File: src/design/jhmp_pkg.sv
// ----------------------------------------------------------------------------
// jhmp_pkg - shared types and constants for the JPEG header marker parser
// Holds the parse phase encoding, event codes and parameter defaults.
// ----------------------------------------------------------------------------
package jhmp_pkg;

  localparam int QUANT_TABLES_DEF   = 4;
  localparam int HUFF_TABLES_DEF    = 4;
  localparam int MAX_COMPONENTS_DEF = 3;

  localparam logic [23:0] SOI_LIMIT_RESET = 24'd65536;

  localparam logic [3:0] EV_QUANT   = 4'd0;
  localparam logic [3:0] EV_HCOUNT  = 4'd1;
  localparam logic [3:0] EV_HSYM    = 4'd2;
  localparam logic [3:0] EV_PARAM   = 4'd3;
  localparam logic [3:0] EV_SCAN    = 4'd4;
  localparam logic [3:0] EV_EOI     = 4'd5;
  localparam logic [3:0] EV_UNSUP   = 4'd6;
  localparam logic [3:0] EV_BAD     = 4'd7;
  localparam logic [3:0] EV_TIMEOUT = 4'd8;

  localparam logic [7:0] PN_PROG    = 8'd0;
  localparam logic [7:0] PN_PREC    = 8'd1;
  localparam logic [7:0] PN_HEIGHT  = 8'd2;
  localparam logic [7:0] PN_WIDTH   = 8'd3;
  localparam logic [7:0] PN_NCOMP   = 8'd4;
  localparam logic [7:0] PN_COMP    = 8'd5;
  localparam logic [7:0] PN_ITYPE   = 8'd8;
  localparam logic [7:0] PN_NS      = 8'd9;
  localparam logic [7:0] PN_SCOMP   = 8'd10;
  localparam logic [7:0] PN_SS      = 8'd11;
  localparam logic [7:0] PN_SE      = 8'd12;
  localparam logic [7:0] PN_RST     = 8'd13;

  localparam int PH_N = 31;

  typedef enum logic [PH_N-1:0] {
    PH_SOI_SEEK = 31'd1 << 0,  PH_SOI_FF   = 31'd1 << 1,  PH_MK_SEEK  = 31'd1 << 2,
    PH_MK_FF    = 31'd1 << 3,  PH_LEN_HI   = 31'd1 << 4,  PH_LEN_LO   = 31'd1 << 5,
    PH_SKIP     = 31'd1 << 6,  PH_DQT_HDR  = 31'd1 << 7,  PH_DQT_HI   = 31'd1 << 8,
    PH_DQT_VAL  = 31'd1 << 9,  PH_DHT_HDR  = 31'd1 << 10, PH_DHT_CNT  = 31'd1 << 11,
    PH_DHT_SYM  = 31'd1 << 12, PH_SOF_PREC = 31'd1 << 13, PH_SOF_H_HI = 31'd1 << 14,
    PH_SOF_H_LO = 31'd1 << 15, PH_SOF_W_HI = 31'd1 << 16, PH_SOF_W_LO = 31'd1 << 17,
    PH_SOF_NC   = 31'd1 << 18, PH_SOF_ID   = 31'd1 << 19, PH_SOF_SAMP = 31'd1 << 20,
    PH_SOF_QT   = 31'd1 << 21, PH_SOS_NS   = 31'd1 << 22, PH_SOS_SEL  = 31'd1 << 23,
    PH_SOS_TBL  = 31'd1 << 24, PH_SOS_SS   = 31'd1 << 25, PH_SOS_SE   = 31'd1 << 26,
    PH_SOS_AHAL = 31'd1 << 27, PH_DRI_HI   = 31'd1 << 28, PH_DRI_LO   = 31'd1 << 29,
    PH_HALT     = 31'd1 << 30
  } phase_t;

  typedef struct packed {
    logic [3:0]  ev;
    logic        cls;
    logic [3:0]  id;
    logic [7:0]  pos;
    logic [31:0] val;
  } result_t;

endpackage

File: src/design/jhmp_core.sv
// ----------------------------------------------------------------------------
// jhmp_core - marker parser state and one-byte step logic
// Updates the parse state for one accepted byte and forms at most one result.
// ----------------------------------------------------------------------------
module jhmp_core #(
  parameter int QUANT_TABLES   = jhmp_pkg::QUANT_TABLES_DEF,
  parameter int HUFF_TABLES    = jhmp_pkg::HUFF_TABLES_DEF,
  parameter int MAX_COMPONENTS = jhmp_pkg::MAX_COMPONENTS_DEF
) (
  input  logic              clk,
  input  logic              rst_n,
  input  logic              step,
  input  logic [7:0]        byte_in,
  input  logic [23:0]       soi_limit,
  output logic              res_valid,
  output jhmp_pkg::result_t res,
  output logic              halted
);
  import jhmp_pkg::*;

  localparam int NC = MAX_COMPONENTS;
  localparam int SW = (NC > 1) ? $clog2(NC) : 1;

  phase_t      phase_r, phase_nxt;
  logic [7:0]  marker_r, marker_nxt;
  logic [15:0] remain_r, remain_nxt;
  logic [8:0]  fcnt_r, fcnt_nxt;
  logic [7:0]  thdr_r, thdr_nxt;
  logic [11:0] symtot_r, symtot_nxt;
  logic [7:0]  hib_r, hib_nxt;
  logic [7:0]  ids_r [NC];
  logic [7:0]  samp_r [NC];
  logic [7:0]  ncomp_r, ncomp_nxt;
  logic [31:0] consumed_r, consumed_nxt;

  logic [15:0] rem_dec, len;
  logic [11:0] sym_sum;
  logic [8:0]  fc_inc;
  logic [1:0]  k;
  logic [SW-1:0] ks;
  logic        k_ok;
  logic [7:0]  id_k, samp_k, samp_new;
  logic        wr_id, wr_samp;
  logic [7:0]  match;
  logic [7:0]  id0, id1, id2, s0, s1, s2;
  logic [31:0] itype;

  assign halted  = (phase_r == PH_HALT);
  assign rem_dec = remain_r - 16'd1;
  assign len     = {hib_r, byte_in};
  assign sym_sum = symtot_r + {4'd0, byte_in};
  assign fc_inc  = fcnt_r + 9'd1;
  assign k       = fcnt_r[1:0];
  assign ks      = SW'(k);
  assign k_ok    = (32'(k) < NC);
  assign id_k    = k_ok ? ids_r[ks] : 8'd0;
  assign samp_k  = k_ok ? samp_r[ks] : 8'd0;
  assign samp_new = (ncomp_r == 8'd1) ? 8'h11 : byte_in;

  // gather slots for image type; unused slots read as zero
  always_comb begin
    id0 = ids_r[0]; s0 = samp_r[0];
    id1 = 8'd0; s1 = 8'd0; id2 = 8'd0; s2 = 8'd0;
    if (NC > 1) begin
      id1 = ids_r[SW'(1)]; s1 = samp_r[SW'(1)];
    end
    if (NC > 2) begin
      id2 = ids_r[SW'(2)]; s2 = samp_r[SW'(2)];
    end
    // the sampling byte being written now belongs to the last slot
    if (k == 2'd0) s0 = samp_new;
    if (k == 2'd1) s1 = samp_new;
    if (k == 2'd2) s2 = samp_new;
    if (ncomp_r != 8'd3) itype = 32'h11;
    else if (id0 == 8'd82 && id1 == 8'd71 && id2 == 8'd66) itype = 32'h11111111;
    else itype = {8'd0, s2, s1, s0};
  end

  // first matching frame slot for a scan selector
  always_comb begin
    match = 8'hFF;
    for (int c = NC - 1; c >= 0; c--) begin
      if (32'(c) < 32'(ncomp_r) && ids_r[SW'(c)] == byte_in) match = 8'(c);
    end
  end

  always_comb begin
    phase_nxt = phase_r; marker_nxt = marker_r; remain_nxt = remain_r;
    fcnt_nxt = fcnt_r; thdr_nxt = thdr_r; symtot_nxt = symtot_r;
    hib_nxt = hib_r; ncomp_nxt = ncomp_r;
    consumed_nxt = (consumed_r != 32'hFFFFFFFF) ? consumed_r + 32'd1 : consumed_r;
    wr_id = 1'b0; wr_samp = 1'b0;
    res_valid = 1'b0;
    res = '0;
    unique case (phase_r)
      PH_SOI_SEEK, PH_SOI_FF: begin
        if (phase_r == PH_SOI_FF && byte_in == 8'hD8) begin
          phase_nxt = PH_MK_SEEK;
        end else begin
          phase_nxt = (byte_in == 8'hFF) ? PH_SOI_FF : PH_SOI_SEEK;
          if (consumed_nxt >= {8'd0, soi_limit}) begin
            phase_nxt = PH_HALT; res_valid = 1'b1; res.ev = EV_TIMEOUT;
          end
        end
      end
      PH_MK_SEEK: if (byte_in == 8'hFF) phase_nxt = PH_MK_FF;
      PH_MK_FF: begin
        if (byte_in == 8'hFF) begin
          phase_nxt = PH_MK_FF;
        end else if (byte_in == 8'h00 || byte_in == 8'hD8) begin
          phase_nxt = PH_MK_SEEK;
        end else if (byte_in == 8'hD9) begin
          phase_nxt = PH_HALT; res_valid = 1'b1; res.ev = EV_EOI;
        end else begin
          marker_nxt = byte_in;
          if (byte_in >= 8'hC0 && byte_in <= 8'hC2) begin
            phase_nxt = PH_LEN_HI; res_valid = 1'b1; res.ev = EV_PARAM;
            res.pos = PN_PROG; res.val = {31'd0, byte_in == 8'hC2};
          end else if (byte_in == 8'hC4 || byte_in == 8'hDB || byte_in == 8'hDD ||
                       byte_in == 8'hDA || byte_in == 8'hFE || byte_in[7:4] == 4'hE) begin
            phase_nxt = PH_LEN_HI;
          end else begin
            phase_nxt = PH_HALT; res_valid = 1'b1; res.ev = EV_UNSUP;
            res.val = {24'd0, byte_in};
          end
        end
      end
      PH_LEN_HI: begin
        hib_nxt = byte_in; phase_nxt = PH_LEN_LO;
      end
      PH_LEN_LO: begin
        if (marker_r >= 8'hC0 && marker_r <= 8'hC2) begin
          phase_nxt = PH_SOF_PREC;
        end else if (marker_r == 8'hDA) begin
          phase_nxt = PH_SOS_NS;
        end else if (marker_r == 8'hDD) begin
          if (len != 16'd4) begin
            phase_nxt = PH_HALT; res_valid = 1'b1; res.ev = EV_BAD;
            res.val = {24'd0, marker_r};
          end else begin
            phase_nxt = PH_DRI_HI;
          end
        end else if (len < 16'd2) begin
          phase_nxt = PH_HALT; res_valid = 1'b1; res.ev = EV_BAD;
          res.val = {24'd0, marker_r};
        end else begin
          remain_nxt = len - 16'd2;
          if (marker_r == 8'hDB && remain_nxt >= 16'd65) phase_nxt = PH_DQT_HDR;
          else if (marker_r == 8'hC4 && remain_nxt >= 16'd17) phase_nxt = PH_DHT_HDR;
          else phase_nxt = (remain_nxt == 16'd0) ? PH_MK_SEEK : PH_SKIP;
        end
      end
      PH_SKIP: begin
        remain_nxt = rem_dec;
        if (rem_dec == 16'd0) phase_nxt = PH_MK_SEEK;
      end
      PH_DQT_HDR: begin
        remain_nxt = rem_dec; thdr_nxt = byte_in;
        if (32'(byte_in[3:0]) >= QUANT_TABLES) begin
          phase_nxt = (rem_dec == 16'd0) ? PH_MK_SEEK : PH_SKIP;
        end else begin
          fcnt_nxt = '0;
          phase_nxt = (byte_in[7:4] != 4'd0) ? PH_DQT_HI : PH_DQT_VAL;
        end
      end
      PH_DQT_HI: begin
        remain_nxt = rem_dec; hib_nxt = byte_in;
        phase_nxt = (rem_dec == 16'd0) ? PH_MK_SEEK : PH_DQT_VAL;
      end
      PH_DQT_VAL: begin
        remain_nxt = rem_dec; fcnt_nxt = fc_inc;
        if (fc_inc >= 9'd64) begin
          if (rem_dec >= 16'd65) phase_nxt = PH_DQT_HDR;
          else phase_nxt = (rem_dec == 16'd0) ? PH_MK_SEEK : PH_SKIP;
        end else if (rem_dec == 16'd0) begin
          phase_nxt = PH_MK_SEEK;
        end else begin
          phase_nxt = (thdr_r[7:4] != 4'd0) ? PH_DQT_HI : PH_DQT_VAL;
        end
        res_valid = 1'b1; res.ev = EV_QUANT; res.id = thdr_r[3:0];
        res.pos = fcnt_r[7:0]; res.val = {24'd0, byte_in};
      end
      PH_DHT_HDR: begin
        remain_nxt = rem_dec; thdr_nxt = byte_in;
        if (32'(byte_in & 8'hEF) >= HUFF_TABLES) begin
          phase_nxt = (rem_dec == 16'd0) ? PH_MK_SEEK : PH_SKIP;
        end else begin
          fcnt_nxt = 9'd1; symtot_nxt = '0; phase_nxt = PH_DHT_CNT;
        end
      end
      PH_DHT_CNT: begin
        remain_nxt = rem_dec; symtot_nxt = sym_sum; fcnt_nxt = fc_inc;
        if (fc_inc > 9'd16) begin
          if ({4'd0, rem_dec} < {4'd0, sym_sum} || sym_sum > 12'd256) begin
            phase_nxt = (rem_dec == 16'd0) ? PH_MK_SEEK : PH_SKIP;
          end else if (sym_sum == 12'd0) begin
            if (rem_dec >= 16'd17) phase_nxt = PH_DHT_HDR;
            else phase_nxt = (rem_dec == 16'd0) ? PH_MK_SEEK : PH_SKIP;
          end else begin
            fcnt_nxt = '0; phase_nxt = PH_DHT_SYM;
          end
        end
        res_valid = 1'b1; res.ev = EV_HCOUNT; res.cls = thdr_r[4]; res.id = thdr_r[3:0];
        res.pos = fcnt_r[7:0]; res.val = {24'd0, byte_in};
      end
      PH_DHT_SYM: begin
        remain_nxt = rem_dec; fcnt_nxt = fc_inc;
        if ({3'd0, fc_inc} >= symtot_r) begin
          if (rem_dec >= 16'd17) phase_nxt = PH_DHT_HDR;
          else phase_nxt = (rem_dec == 16'd0) ? PH_MK_SEEK : PH_SKIP;
        end
        res_valid = 1'b1; res.ev = EV_HSYM; res.cls = thdr_r[4]; res.id = thdr_r[3:0];
        res.pos = fcnt_r[7:0]; res.val = {24'd0, byte_in};
      end
      PH_SOF_PREC: begin
        phase_nxt = PH_SOF_H_HI; res_valid = 1'b1; res.ev = EV_PARAM;
        res.pos = PN_PREC; res.val = {24'd0, byte_in};
      end
      PH_SOF_H_HI: begin
        hib_nxt = byte_in; phase_nxt = PH_SOF_H_LO;
      end
      PH_SOF_H_LO: begin
        phase_nxt = PH_SOF_W_HI; res_valid = 1'b1; res.ev = EV_PARAM;
        res.pos = PN_HEIGHT; res.val = {16'd0, len};
      end
      PH_SOF_W_HI: begin
        hib_nxt = byte_in; phase_nxt = PH_SOF_W_LO;
      end
      PH_SOF_W_LO: begin
        phase_nxt = PH_SOF_NC; res_valid = 1'b1; res.ev = EV_PARAM;
        res.pos = PN_WIDTH; res.val = {16'd0, len};
      end
      PH_SOF_NC: begin
        res_valid = 1'b1;
        if ((byte_in != 8'd1 && byte_in != 8'd3) || 32'(byte_in) > MAX_COMPONENTS) begin
          phase_nxt = PH_HALT; res.ev = EV_BAD; res.val = {24'd0, marker_r};
        end else begin
          ncomp_nxt = byte_in; fcnt_nxt = '0; phase_nxt = PH_SOF_ID;
          res.ev = EV_PARAM; res.pos = PN_NCOMP; res.val = {24'd0, byte_in};
        end
      end
      PH_SOF_ID: begin
        wr_id = 1'b1; phase_nxt = PH_SOF_SAMP;
      end
      PH_SOF_SAMP: begin
        wr_samp = 1'b1; phase_nxt = PH_SOF_QT;
        if (fc_inc == {1'b0, ncomp_r}) begin
          res_valid = 1'b1; res.ev = EV_PARAM; res.pos = PN_ITYPE; res.val = itype;
        end
      end
      PH_SOF_QT: begin
        fcnt_nxt = fc_inc;
        phase_nxt = (fc_inc >= {1'b0, ncomp_r}) ? PH_MK_SEEK : PH_SOF_ID;
        res_valid = 1'b1; res.ev = EV_PARAM; res.id = {2'd0, k}; res.pos = PN_COMP;
        res.val = {8'd0, id_k, samp_k, byte_in};
      end
      PH_SOS_NS: begin
        thdr_nxt = byte_in; fcnt_nxt = '0;
        phase_nxt = (byte_in == 8'd0) ? PH_SOS_SS : PH_SOS_SEL;
        res_valid = 1'b1; res.ev = EV_PARAM; res.pos = PN_NS; res.val = {24'd0, byte_in};
      end
      PH_SOS_SEL: begin
        hib_nxt = match; phase_nxt = PH_SOS_TBL;
      end
      PH_SOS_TBL: begin
        fcnt_nxt = fc_inc;
        phase_nxt = (fc_inc >= {1'b0, thdr_r}) ? PH_SOS_SS : PH_SOS_SEL;
        res_valid = 1'b1; res.ev = EV_PARAM; res.id = fcnt_r[3:0]; res.pos = PN_SCOMP;
        res.val = {16'd0, hib_r, byte_in};
      end
      PH_SOS_SS: begin
        phase_nxt = PH_SOS_SE; res_valid = 1'b1; res.ev = EV_PARAM;
        res.pos = PN_SS; res.val = {24'd0, byte_in};
      end
      PH_SOS_SE: begin
        phase_nxt = PH_SOS_AHAL; res_valid = 1'b1; res.ev = EV_PARAM;
        res.pos = PN_SE; res.val = {24'd0, byte_in};
      end
      PH_SOS_AHAL: begin
        phase_nxt = PH_HALT; res_valid = 1'b1; res.ev = EV_SCAN;
        res.pos = byte_in; res.val = consumed_nxt;
      end
      PH_DRI_HI: begin
        hib_nxt = byte_in; phase_nxt = PH_DRI_LO;
      end
      PH_DRI_LO: begin
        phase_nxt = PH_MK_SEEK; res_valid = 1'b1; res.ev = EV_PARAM;
        res.pos = PN_RST; res.val = {16'd0, len};
      end
      PH_HALT: begin
        consumed_nxt = consumed_r;
      end
      default: begin
        phase_nxt = PH_HALT;
      end
    endcase
  end

  // advance parse state on each accepted byte
  always_ff @(posedge clk) begin
    if (!rst_n) begin
      phase_r <= PH_SOI_SEEK; marker_r <= '0; remain_r <= '0; fcnt_r <= '0;
      thdr_r <= '0; symtot_r <= '0; hib_r <= '0; ncomp_r <= '0; consumed_r <= '0;
      for (int i = 0; i < NC; i++) begin
        ids_r[i] <= '0; samp_r[i] <= '0;
      end
    end else if (step) begin
      phase_r <= phase_nxt; marker_r <= marker_nxt; remain_r <= remain_nxt;
      fcnt_r <= fcnt_nxt; thdr_r <= thdr_nxt; symtot_r <= symtot_nxt;
      hib_r <= hib_nxt; ncomp_r <= ncomp_nxt; consumed_r <= consumed_nxt;
      if (wr_id && k_ok) ids_r[ks] <= byte_in;
      if (wr_samp && k_ok) samp_r[ks] <= samp_new;
    end
  end

endmodule

File: src/design/jpeg_header_marker_parser.sv
// ----------------------------------------------------------------------------
// jpeg_header_marker_parser - JPEG header marker segment parser
// Scans a header byte stream and reports tables, frame and scan parameters.
// ----------------------------------------------------------------------------
//  channel  direction  payload
//  in_      slave      tdata[7:0] stream_byte
//  out_     master     tdata[44:0] value, position, table_id, table_class;
//                      tuser[3:0] event_res
//  cfg_     slave      data[23:0] soi_search_limit
//
// One byte per cycle unless a stalled result holds the input; each result is
// registered, and the rate is set by the single-step parser state update.
// Reset (rst_n low, synchronous) restores SOI search and the default limit.
// A stalled result holds out_; the input keeps flowing while the result
// register is free or being drained in the same cycle.
// After a terminal event all further bytes are accepted and dropped.
module jpeg_header_marker_parser #(
  parameter int QUANT_TABLES   = jhmp_pkg::QUANT_TABLES_DEF,
  parameter int HUFF_TABLES    = jhmp_pkg::HUFF_TABLES_DEF,
  parameter int MAX_COMPONENTS = jhmp_pkg::MAX_COMPONENTS_DEF
) (
  input  logic        clk,
  input  logic        rst_n,
  input  logic        in_tvalid,
  output logic        in_tready,
  input  logic [7:0]  in_tdata,   // [7:0] stream_byte
  output logic        out_tvalid,
  input  logic        out_tready,
  output logic [47:0] out_tdata,  // [31:0] value, [39:32] position, [43:40] table_id,
                                  // [44] table_class, zero fill above
  output logic [3:0]  out_tuser,  // [3:0] event_res
  input  logic        cfg_valid,
  output logic        cfg_ready,
  input  logic [23:0] cfg_data    // [23:0] soi_search_limit
);
  import jhmp_pkg::*;

  logic [23:0] limit_r;
  logic        step, res_valid, halted;
  result_t     res, out_r;
  logic        ovalid_r;

  assign cfg_ready = 1'b1;
  assign in_tready = !ovalid_r || out_tready;
  assign step      = in_tvalid && in_tready;

  // hold configuration
  always_ff @(posedge clk) begin
    if (!rst_n) limit_r <= SOI_LIMIT_RESET;
    else if (cfg_valid) limit_r <= cfg_data;
  end

  jhmp_core #(
    .QUANT_TABLES(QUANT_TABLES), .HUFF_TABLES(HUFF_TABLES), .MAX_COMPONENTS(MAX_COMPONENTS)
  ) u_core (
    .clk(clk), .rst_n(rst_n), .step(step), .byte_in(in_tdata), .soi_limit(limit_r),
    .res_valid(res_valid), .res(res), .halted(halted)
  );

  // result register
  always_ff @(posedge clk) begin
    if (!rst_n) begin
      ovalid_r <= 1'b0;
    end else if (in_tready) begin
      ovalid_r <= step && res_valid && !halted;
    end
  end

  always_ff @(posedge clk) begin
    if (step && res_valid) out_r <= res;
  end

  assign out_tvalid = ovalid_r;
  assign out_tdata  = {3'd0, out_r.cls, out_r.id, out_r.pos, out_r.val};
  assign out_tuser  = out_r.ev;

  a_hold: assert property (@(posedge clk) disable iff (!rst_n)
    out_tvalid && !out_tready |=> out_tvalid && $stable(out_tdata))
    else $error("result lost under stall");
  a_noacc: assert property (@(posedge clk) disable iff (!rst_n)
    out_tvalid && !out_tready |-> !in_tready)
    else $error("input taken while result stalled");
  a_halt: assert property (@(posedge clk) disable iff (!rst_n)
    halted && step |=> !out_tvalid || $stable(out_tdata))
    else $error("result produced after terminal event");

endmodule
File: config.mk
export PLATFORM = sky130hd
export DESIGN_NAME = jpeg_header_marker_parser
export DESIGN_NICKNAME = d
export VERILOG_FILES = /design/src/design/jhmp_pkg.sv /design/src/design/jhmp_core.sv /design/src/design/jpeg_header_marker_parser.sv
export SDC_FILE = /design/constraint.sdc
export NUM_CORES = 1
export LEC_CHECK = 0
export ABC_AREA = 0
export BUFFER_PORTS_ARGS = -buffer_cell sky130_fd_sc_hd__buf_2
export CAP_MARGIN = 20
export CORE_MARGIN = 4
export CORE_UTILIZATION = 45
export DETAILED_ROUTE_END_ITERATION = 10
export HOLD_SLACK_MARGIN = 0.06
export SLEW_MARGIN = 25
export SYNTH_ARGS = -nofsm -noshare
export SYNTH_HDL_FRONTEND = slang
export SYNTH_SLANG_ARGS = --single-unit
File: constraint.sdc
create_clock -name clk -period 7.3 [get_ports clk]
set_input_delay 0.73 -clock clk [delete_from_list [all_inputs] [get_ports clk]]
set_output_delay 0.73 -clock clk [all_outputs]
set_load 0.02 [all_outputs]
==> run summary <==
GPL Wtd Cong: 0.9722
LEAKAGE: 7.545 nW
final core occ: 50.76%
Yosys top cell by area: edfxtp_1
Tmin final: 6.002 ns
DRT Pass-1 Iters: 5
Post-Synthesis Cell Area: 17680 um2
Vert. Die Dim: 206.2 um
CP endpoint kind: flop
Critical Path Source: u_core.consumed_r[9]$_SDFFE_PN0P_
mux cell area share after synthesis: 5.504%
Initial Util: 45.65%
dpl hpwl: 43630 um
Finished Layout Cells: 2602
Synth area leaders: edfxtp_1 19%, dfxtp_1 18%, ha_1 5.6%
via count: 15850
Rel. slew slack: 25.62%
DR DRC count: 0
post-CTS sizing: 0
P per Cell Area: 183.5 nW/um2
Top Usage Layer GRT: met2
Simple-Gate Fraction of Synth Area: 25.98%
critical path fanouts, max: 44
post-CTS setup buffers: 0
largest net degree at the start of global routing: 51
CTS tree: yes
Bufs on Longest Clock Path: 3
global-route wire length before repair: 89510 um
most instantiated cells after synthesis: 207 x nor2_1, 171 x nand2_1, 159 x dfxtp_1
nets@finish: 2175
largest family of logic cells by synthesized area: simple AND/OR/NAND/NOR gates
post-synthesis adder-cell area fraction: 5.703%
reg2reg end: out_tdata[36]$_DFFE_PP_
core area: 38740 um2
Post-Synthesis Cells: 2016
XOR/XNOR Fraction of Synth Area: 5.795%
YS warnings: 0
EDFF count, synth: 113
worst hold path type: in2reg
ys flop type: dfxtp_1
Reg2Reg Launch Point: u_core.consumed_r[9]$_SDFFE_PN0P_
Final Hold Fails: 0
layout cells sized above 1: 10.66%
initial antenna violation count: 1
Yosys top cell area share: 19.19%
Routed Antenna Nets: 0
routed length per instance: 22.83 um
clock skew: 0.02112 ns
Ports: 92
most frequent cell after synthesis: nor2_1
Max Fclk: 0.1666 GHz
H-tree levels: 2
Arr. time, crit path: 6.18 ns
area of the die: 42530 um2
crit path capture: out_tdata[36]$_DFFE_PP_
synthesis-to-finish area growth: 11.19%
Worst-path clk slew: 0.06 ns
complex-gate fraction of the synthesized area: 15.19%
Iter 0 DRT Violations: 1319
DRT Wirelength: 59410 um
CTS Hold Bufs: 0
worst skew pair latency: 0.55 ns
reg2reg path depth: 16
Slew Limit Fails: 0
R2R Setup Slk: 1.30 ns
chip width: 206.2 um
grt met1 use: 36.58%
#FFs+latches synth: 272
syn avg cell area: 8.772 um2
CTS sink count: 272
port bufs: 87
Worst setup SP type: flop
Post-Route Setup TNS: 0 ns
sequential element share of the synthesized area: 37.19%
peak supply drop: 0.1655 mV
total of max-cap violations: 0
GR Util met3: 3.986%
synth unique cells: 87
CTS root buf: clkbuf_16
met2 Resource Use GR: 45.40%
vias in the first global route: 14970
RSZ-0062 raised after global routing: no
GRT Total Usage: 27.45%
Least-Margin Pin Slew: 1.105 ns
Async S/R FF share, synth: 0%
global route total overflow: 0
period utilisation layout: 82.22%
Final Setup Violations: 0
kind of critical path: reg2reg
Via density: 6.090
total CTS buffers: 34
Worst Path Required: 7.48 ns
FP Rows: 72
placed cells: 2540
outcome: finished clean
hold slack: 0.4242 ns
filler cell count: 3655
state kept, by name (all words and copies together), names as in the netlist, 8 cells and up, named ones only:
register,flops
u_core.consumed_r,32
u_core.samp_r,32
limit_r,24
u_core.marker_r,8
u_core.ids_r,32
out_tdata,45
u_core.hib_r,8
u_core.thdr_r,8
u_core.remain_r,16
u_core.fcnt_r,9
u_core.phase_r,31
u_core.ncomp_r,8
u_core.symtot_r,12
metal layers:
layer / wire (um) / vias to the layer above
li1: - / 7432
met1: 25530 / 7667
met2: 27390 / 615
met3: 4178 / 133
met4: 2308 / 0
met5: 0 / -
worst max-delay path: stages, from the launching register on:
cell and delay, ns:
dfxtp_1 0.48, and4_1 0.36, nand4_1 0.28, or3_1 0.53
o21ai_1 0.46, nor2_1 0.34, xor2_1 0.24, ha_1 0.36
o21a_1 0.12, o21a_1 0.11, o2111ai_1 0.11, a2111oi_0 0.62
a211oi_1 0.19, and3_1 0.30, nand2b_1 0.23, a31oi_4 0.29
buf_4 0.57
where the power goes:
group          internal (mW)  switching (mW)
Clock                  0.975           0.697
Sequential              1.62          0.0254
Combinational         0.0925           0.197
Total                   2.69           0.920
cell type report:
class | instances | area, um2 | area share (%)
timing repair buffer | 113 | 630.6 | 3.207
clock inverter | 12 | 110.1 | 0.5600
inverter | 83 | 311.5 | 1.584
multi-input combinational | 1554 | 10410 | 52.92
antenna | 1 | 2.502 | 0.01273
tap | 518 | 648.1 | 3.296
sequential | 272 | 6576 | 33.45
clock buffer | 49 | 978.4 | 4.976
how the worst min path moves through the flow:
stage                                    from                             end  slack (ns)  cells after the start
5_1_grt                           cfg_data[4]         limit_r[4]$_SDFFE_PN0P_        0.42                      3
4_1_cts                           cfg_data[4]         limit_r[4]$_SDFFE_PN0P_        0.40                      3
6_report                          cfg_data[4]         limit_r[4]$_SDFFE_PN0P_        0.42                      3
3_5_place_dp   u_core.ncomp_r[2]$_SDFFE_PN0P_  u_core.ncomp_r[2]$_SDFFE_PN0P_        0.45                      1
2_1_floorplan  u_core.ncomp_r[2]$_SDFFE_PN0P_  u_core.ncomp_r[2]$_SDFFE_PN0P_        0.43                      1
3_3_place_gp   u_core.ncomp_r[2]$_SDFFE_PN0P_  u_core.ncomp_r[2]$_SDFFE_PN0P_        0.45                      1
stage by stage:
stage / area (um2) / power (mW) / worst slack (ns)
finish: 19660 / 3.607 / 1.298
global route: 19660 / 3.721 / 0.9909
CTS: 19660 / 3.634 / 1.331
detailed placement: 18570 / 1.962 / 1.348
global placement: 18550 / 1.957 / 1.503
floorplan: 17750 / 1.854 / 0.4788
cells in the final DEF, fill, tap and decap left out, types with 10 or more instances in the layout:
master and n:
nor3_1 45, a21boi_0 13, or3_1 27, o211ai_1 16
nor4_1 30, a31oi_1 18, nor2_1 207, clkbuf_16 35
nand3_1 61, o21ai_0 81, or4_1 20, dfxtp_1 159
mux2i_1 59, nand4_1 41, buf_4 26, nor2b_1 49
a21o_1 25, xnor2_1 67, a21oi_1 98, buf_2 87
xor2_1 50, and2_1 41, and4_1 10, a22oi_1 13
inv_1 82, a211oi_1 10, or2_2 11, a22o_1 11
nand3b_1 15, nand2b_1 27, nor4b_1 13, edfxtp_1 113
and3_1 43, nand2_1 171, a221o_1 24, ha_1 79
mux4_2 16, conb_1 20
logic make-up after synthesis:
| kind of cell | Yosys count |
|---|---|
| other | 2 |
| adders and majority gates | 80 |
| muxes | 77 |
| AOI/OAI and AO/OA | 400 |
| xor gates and xnor gates | 117 |
| DFF | 272 |
| and+or+nand+nor | 860 |
| buffers and inverters | 208 |
Note: power is estimated with default switching activity, not from simulation.
